`config.mk`:
```
export PLATFORM = sky130hd
export DESIGN_NAME = nwas_ctrl
export DESIGN_NICKNAME = d
export VERILOG_FILES = /design/src/hw/rtl/assert_macros.svh /design/src/hw/rtl/nwas_pkg.sv /design/src/hw/rtl/nwas_ctrl.sv
export SDC_FILE = /design/constraint.sdc
export NUM_CORES = 1
export LEC_CHECK = 0
export ABC_AREA = 1
export BUFFER_PORTS_ARGS = -buffer_cell sky130_fd_sc_hd__buf_2
export CAP_MARGIN = 20
export CORE_UTILIZATION = 53
export DETAILED_ROUTE_END_ITERATION = 12
export PLACE_DENSITY = 0.82
export REMOVE_ABC_BUFFERS = 1
export SYNTH_ARGS = -nofsm -noshare
export SYNTH_HDL_FRONTEND = slang
export SYNTH_SLANG_ARGS = --single-unit
```
`constraint.sdc`:
```
create_clock -name clk -period 2.7 [get_ports clk]
set_input_delay 0.135 -clock clk [delete_from_list [all_inputs] [get_ports clk]]
set_output_delay 0.135 -clock clk [all_outputs]
set_load 0.005 [all_outputs]
```
`src/hw/rtl/assert_macros.svh`:
```
// Assertion helpers used by the RTL datapath.
`ifndef ASSERT_MACROS_SVH
`define ASSERT_MACROS_SVH

// Same-cycle implication, disabled during reset.
`define NWAS_ASSERT_NOW(lbl, clk, rst, ante, cons, msg) \
  lbl: assert property (@(posedge clk) disable iff (rst) (ante) |-> (cons)) else $error(msg);

// Next-cycle implication, disabled during reset.
`define NWAS_ASSERT_NEXT(lbl, clk, rst, ante, cons, msg) \
  lbl: assert property (@(posedge clk) disable iff (rst) (ante) |=> (cons)) else $error(msg);

`endif

```
`src/hw/rtl/nwas_pkg.sv`:
```
// ----------------------------------------------------------------------------
// nwas_pkg
// Types, constants and cost functions of the nested word alignment scorer.
// ----------------------------------------------------------------------------
`default_nettype none

package nwas_pkg;

  localparam int NUM_WORDS  = 16;
  localparam int WORD_LEN   = 32;
  localparam int CHAR_DEPTH = 256;
  localparam int CHAR_AW    = 8;
  localparam int CNT_W      = 9;
  localparam int WC_W       = 5;
  localparam int LEN_W      = 6;
  localparam int SW         = 15;
  localparam int IW         = 12;
  localparam int IROW_DEPTH = WORD_LEN + 1;

  localparam logic [2:0] CMD_TARGET_CHAR  = 3'd0;
  localparam logic [2:0] CMD_TEXT_CHAR    = 3'd1;
  localparam logic [2:0] CMD_CLOSE_TARGET = 3'd2;
  localparam logic [2:0] CMD_CLOSE_TEXT   = 3'd3;
  localparam logic [2:0] CMD_COMPUTE      = 3'd4;

  localparam logic [1:0] MODE_POPCOUNT = 2'd0;
  localparam logic [1:0] MODE_NIBBLE   = 2'd1;

  typedef struct packed {
    logic load;
    logic start;
    logic oinit_step;
    logic orow_start;
    logic ocell_start;
    logic iinit_step;
    logic irow_read;
    logic irow_start;
    logic icell_read;
    logic icell_calc;
    logic oupd;
    logic finish;
  } cmd_t;

  typedef struct packed {
    logic oj_at_end;
    logic oi_at_end;
    logic ij_at_xn;
    logic ii_at_tn;
    logic out_free;
  } stat_t;

  function automatic logic [3:0] pop8(input logic [7:0] x);
    logic [3:0] n;
    n = '0;
    for (int i = 0; i < 8; i++) n = n + {3'b0, x[i]};
    return n;
  endfunction

  function automatic logic [2:0] letter_cost(input logic [1:0] mode, input logic [7:0] x);
    logic [3:0] p;
    logic [2:0] d;
    p = pop8(x);
    d = '0;
    unique case (mode)
      MODE_POPCOUNT: d = p[2:0] | {3{p[3]}};
      MODE_NIBBLE: begin
        for (int k = 0; k < 2; k++) begin
          if (pop8({4'b0, x[4*k +: 4]}) == 4'd1) d = d + 3'd3;
          else if (x[4*k +: 4] == 4'd0) d = d + 3'd1;
        end
      end
      default: begin
        if (p <= 4'd2) d = p[2:0];
        else if (p == 4'd3) d = 3'd6;
        else d = 3'd3;
      end
    endcase
    return d;
  endfunction

  // popcount 8 only occurs when x is all ones; letter_cost saturates it to 7
  // because p[3] set means p == 8, so pop_cost returns pop8 directly in that mode
  function automatic logic [3:0] pop_cost(input logic [1:0] mode, input logic [7:0] x);
    if (mode == MODE_POPCOUNT) return pop8(x);
    return {1'b0, letter_cost(mode, x)};
  endfunction

  function automatic logic [12:0] times_gap(input logic [8:0] n);
    return ({4'b0, n} << 3) + ({4'b0, n} << 1);
  endfunction

  function automatic logic signed [SW-1:0] max3(input logic signed [SW-1:0] a,
                                                 input logic signed [SW-1:0] b,
                                                 input logic signed [SW-1:0] c);
    logic signed [SW-1:0] m;
    m = (a > b) ? a : b;
    return (m > c) ? m : c;
  endfunction

endpackage

`default_nettype wire

```
`src/hw/rtl/nwas_ctrl.sv`:
```
// ----------------------------------------------------------------------------
// nwas_ctrl
// Sequencer: request intake, outer and inner alignment loops, result hand-off.
// ----------------------------------------------------------------------------
`default_nettype none

module nwas_ctrl (
  input  wire logic            clk,
  input  wire logic            rst,
  input  wire logic            req_valid,
  input  wire logic [2:0]      req_command,
  output logic                 req_ready,
  input  wire nwas_pkg::stat_t stat,
  output nwas_pkg::cmd_t       cmd
);

  typedef enum logic [10:0] {
    S_IDLE  = 11'b00000000001,
    S_OINIT = 11'b00000000010,
    S_OROW  = 11'b00000000100,
    S_OCELL = 11'b00000001000,
    S_IINIT = 11'b00000010000,
    S_IROW  = 11'b00000100000,
    S_IROW2 = 11'b00001000000,
    S_ICELL = 11'b00010000000,
    S_ICALC = 11'b00100000000,
    S_OUPD  = 11'b01000000000,
    S_DONE  = 11'b10000000000
  } state_t;

  state_t state, state_next;

  assign req_ready = (state == S_IDLE);

  always_comb begin
    state_next = state;
    cmd = '0;
    unique case (state)
      S_IDLE: begin
        if (req_valid) begin
          if (req_command == nwas_pkg::CMD_COMPUTE) begin
            cmd.start = 1'b1;
            state_next = S_OINIT;
          end else begin
            cmd.load = 1'b1;
          end
        end
      end
      S_OINIT: begin
        if (stat.oj_at_end) state_next = S_OROW;
        else cmd.oinit_step = 1'b1;
      end
      S_OROW: begin
        if (stat.oi_at_end) begin
          state_next = S_DONE;
        end else begin
          cmd.orow_start = 1'b1;
          state_next = S_OCELL;
        end
      end
      S_OCELL: begin
        if (stat.oj_at_end) begin
          state_next = S_OROW;
        end else begin
          cmd.ocell_start = 1'b1;
          state_next = S_IINIT;
        end
      end
      S_IINIT: begin
        cmd.iinit_step = 1'b1;
        if (stat.ij_at_xn) state_next = S_IROW;
      end
      S_IROW: begin
        if (stat.ii_at_tn) begin
          state_next = S_OUPD;
        end else begin
          cmd.irow_read = 1'b1;
          state_next = S_IROW2;
        end
      end
      S_IROW2: begin
        cmd.irow_start = 1'b1;
        state_next = S_ICELL;
      end
      S_ICELL: begin
        if (stat.ij_at_xn) begin
          state_next = S_IROW;
        end else begin
          cmd.icell_read = 1'b1;
          state_next = S_ICALC;
        end
      end
      S_ICALC: begin
        cmd.icell_calc = 1'b1;
        state_next = S_ICELL;
      end
      S_OUPD: begin
        cmd.oupd = 1'b1;
        state_next = S_OCELL;
      end
      S_DONE: begin
        if (stat.out_free) begin
          cmd.finish = 1'b1;
          state_next = S_IDLE;
        end
      end
      default: state_next = S_IDLE;
    endcase
  end

  always_ff @(posedge clk) begin
    if (rst) state <= S_IDLE;
    else state <= state_next;
  end

endmodule

`default_nettype wire

```
==> flow_results.org <==
** Clocking
- CTS tree :: yes
- The clock drives 11 sinks.
- TritonCTS buffer count :: 3
- Number of resized instances in the post-cts repair step :: 0
- Setup bufs post-CTS :: 0
- Counting along the longest clock path gives a buffer depth of 2.
- The root buffer cell chosen for the clock tree is sky130_fd_sc_hd__clkbuf_4.
- After clock tree synthesis, the clock-pin slew on the worst setup and hold paths is 0.08 ns.
- Count of hold-fix buffers inserted at cts :: 0
- H-tree level count :: 1
- For the worst-skew pair, the clock arrives at the later sink with an insertion delay of 0.27 ns.

** Timing
- The final number of hold-violating endpoints came to 0.
- For the pin with the worst max-slew slack, the measured transition is 0.2460 ns.
- On the final layout, the worst clock skew is 0.004944 ns.
- Measured against its own limit, the worst slew margin works out to 83.54%.
- Peak Freq :: 596.2 MHz
- Final-layout setup total negative slack :: 0 ns
- Total setup violations reported at the end of the flow :: 0
- Setup repair after global routing left no endpoint under its margin.
- Counting I/O delays and the setup requirement, the final critical path takes 1.677 ns.
- The total count of max-transition violations in the final report came to 0.
- Final period util :: 62.12%

** Yosys
- Post-synth EDFFs :: 0
- Counting flops and latches in the post-synthesis netlist gives 11.
- By area the synthesized netlist is led by sky130_fd_sc_hd__dfxtp_1 28%, sky130_fd_sc_hd__inv_1 12%, sky130_fd_sc_hd__nand2_1 12%, sky130_fd_sc_hd__nor2_1 10%, sky130_fd_sc_hd__nor2_4 5.7%.
- Share of async-settable or async-resettable flops after synthesis :: 0%
- In this run, distinct cell masters in the synthesized netlist total 20.
- Leading cell types by count after synthesis :: 26 x sky130_fd_sc_hd__inv_1, 26 x sky130_fd_sc_hd__nand2_1, 22 x sky130_fd_sc_hd__nor2_1, 11 x sky130_fd_sc_hd__dfxtp_1, 8 x sky130_fd_sc_hd__nand3_1
- Netlist area before placement :: 792.0 µm²
- Sequential cells were found to cover 27.80% of the synthesized design area.
- Synth Flop Type :: sky130_fd_sc_hd__dfxtp_1
- The synthesized design spends more area on one cell type than any other, namely sky130_fd_sc_hd__dfxtp_1.
- Area share of the largest cell type after synthesis :: 27.80%
- Number of instances in the synthesized netlist :: 127
- Yosys printed 0 warnings.
- Syn_area_per_cell :: 6.236 µm²

** Run status
- The flow ran to the end, and the final reports show no timing, DRC or antenna violations.

** Layout
- The post-route netlist has 27.92% of its cells at a drive strength greater than 1.
- Number of nets in the final layout :: 166
- The filler cells instantiated in the layout total 121.
- Layout Cells excl Fill :: 169
- Register name with the most flops :: state
- Area growth from synthesis to layout :: 20.22%
- Multi-input gate area :: 470.5 µm²
- Sequential Area :: 220.2 µm²
- Core occupancy in the finished layout :: 70.53%
- Antenna cell count :: 0
- The register with the most flip-flops in the layout has 11 of them.
- Registers with the highest flip-flop counts :: state: 11 flops

** Drt
- For this block, the routed nets add up to 1770 µm of wire.
- Using the TritonRoute via totals, the vias-per-cell ratio works out to 5.018.
- Total via count after detailed routing :: 848
- Dividing the detail-routed wire length by the instance count gives 10.47 µm.
- The first routing iteration left 24 violations.
- Number of iterations in the first detailed-routing pass :: 4
- In this run the remaining antenna-violating nets after routing total 0.
- Count of unresolved DRC violations after routing :: 0

** Global route
- Global routing consumed, on the met1 layer, 28.57% of the routing resources.
- For this run the aggregate overflow at the end of global routing stands at 0.
- Largest net degree at the start of global routing :: 9
- After global routing, the most crowded layer is met2.
- Vias in the first global route :: 707
- Initial antenna violation count :: 0
- Global routing used 47.22% of the available met2 tracks.
- Global-route wire length before repair :: 2732 µm
- In the global route stage, met3 resource usage came out at 3.261%.
- Global routing used 25.31% of the available tracks across all layers.

** Setup path
- Largest stage delay, worst path :: 0.32 ns
- R2R depth :: 8
- STA puts the critical path data required time at 2.57 ns.
- Data arrives at the worst endpoint at 1.54 ns.
- The worst setup path is captured at an output pin.
- Launching element type of the critical path :: flip-flop
- Tracing the worst setup path back leads to its startpoint at state[4].
- The signal on the critical path passes through nor2_2 -> nand2_4 -> nor2_8 -> nand2_1 -> inv_1 -> nand2_1 -> a31oi_1 -> buf_2.
- The slowest stage of the critical path is the sky130_fd_sc_hd__dfxtp_1 cell.
- Cell repeated most along the worst path :: sky130_fd_sc_hd__nand2_1
- By startpoint and endpoint, the worst setup path is classified as flip-flop to output pin.
- Max FO, Critical Path :: 8
- Reg-to-Reg Start :: state[4]

** Min path
- The startpoint identified for the worst hold timing path is rst.
- The worst hold path was traced through 2 stages.
- The tightest min-delay check is of the input pin to flip-flop type.

** Pwr
- Cell leakage power :: 0.0005634 µW
- Total power divided by cell area :: 740.6 mW/mm²
- Worst vdd ir :: 0.0004993 V

** Place
- HPWL after DPL :: 1499 µm
- Routability-driven placement finished with a final weighted congestion of 0.8376.
- After detailed placement, the design holds a cell count of 165.
- Input and output buffers added on the ports amount to 23.

** Floorplanning
- The die is 40.66 µm wide.
- Core area :: 0.001350 mm²
- IO Count :: 24
- From bottom edge to top edge, the die measures 40.66 µm.
- The floorplan step defined a die boundary enclosing 0.001653 mm².
- Initial Utilization :: 58.67%
- Row Count :: 13

** Flow run
- Max-cap violations in this run came to 0.
## final cells by class
class                      count  share of cell area, %
clock buffer                   4                  2.760
inverter                      27                  10.64
timing repair buffer          23                  12.09
tap                           15                  1.971
sequential                    11                  23.13
multi-input combinational     89                  49.41
## routing by layer
metal	vias to the layer above	share of wire, %
met5	-	0
met4	0	1.2
met3	4	4.1
met2	29	49
met1	367	46
li1	448	-
## power breakdown
| part | switching (µW) | leakage [µW] | total [µW] | internal, µW |
|---|---|---|---|---|
| registers | 14.7 | 0.0000892 | 198 | 183 |
| clock network | 58.4 | 0.0000150 | 115 | 57.1 |
| logic | 252 | 0.000459 | 392 | 140 |
| total | 325 | 0.000563 | 705 | 380 |
## per-stage QoR
step	total power, µW	setup slack (ns)	cell area (µm²)	hold slack (ns)
finish	705.2	1.023	952.2	0.07742
global route	762.9	0.8854	952.2	0.07848
CTS	704.2	1.019	952.2	0.07358
detailed placement	588.2	1.326	925.9	0.3630
global placement	581.4	1.331	925.9	0.3614
floorplan	503.4	1.483	792.0	0.2041
## cells in the final DEF (no fill, tap or decap), types with 3 or more instances in the layout
master / Yosys / layout
sky130_fd_sc_hd__buf_2: 0 / 23
sky130_fd_sc_hd__clkbuf_4: 0 / 3
sky130_fd_sc_hd__dfxtp_1: 11 / 11
sky130_fd_sc_hd__inv_1: 26 / 26
sky130_fd_sc_hd__nand2_1: 26 / 26
sky130_fd_sc_hd__nand2_2: 4 / 4
sky130_fd_sc_hd__nand3_1: 8 / 8
sky130_fd_sc_hd__nand3_2: 3 / 3
sky130_fd_sc_hd__nand4_1: 3 / 3
sky130_fd_sc_hd__nor2_1: 22 / 22
sky130_fd_sc_hd__nor2_4: 4 / 4
sky130_fd_sc_hd__nor3_1: 3 / 3
sky130_fd_sc_hd__o21ai_0: 4 / 4
## path summary, 6_finish.rpt
check	to	slack, ns
worst max-delay path	cmd[11]	1.02
worst max register to register	state[1]	1.33
worst min-delay path	state[7]	0.08
worst min register to register	state[1]	0.59
## cells by family after synthesis
| logic type | synth area share (%) |
|---|---|
| buffers and inverters | 12.80 |
| AOI/OAI and AO/OA | 6.794 |
| DFF | 27.80 |
| and+or+nand+nor | 52.61 |
## worst max-delay path: cells and delay by family (launching register included)
kind	cells	cell delay (ns)
AOI/OAI and AO/OA	1	0.13
buffers and inverters	2	0.21
DFF	1	0.32
and+or+nand+nor	5	0.61
(Power assumes the default switching activity.)
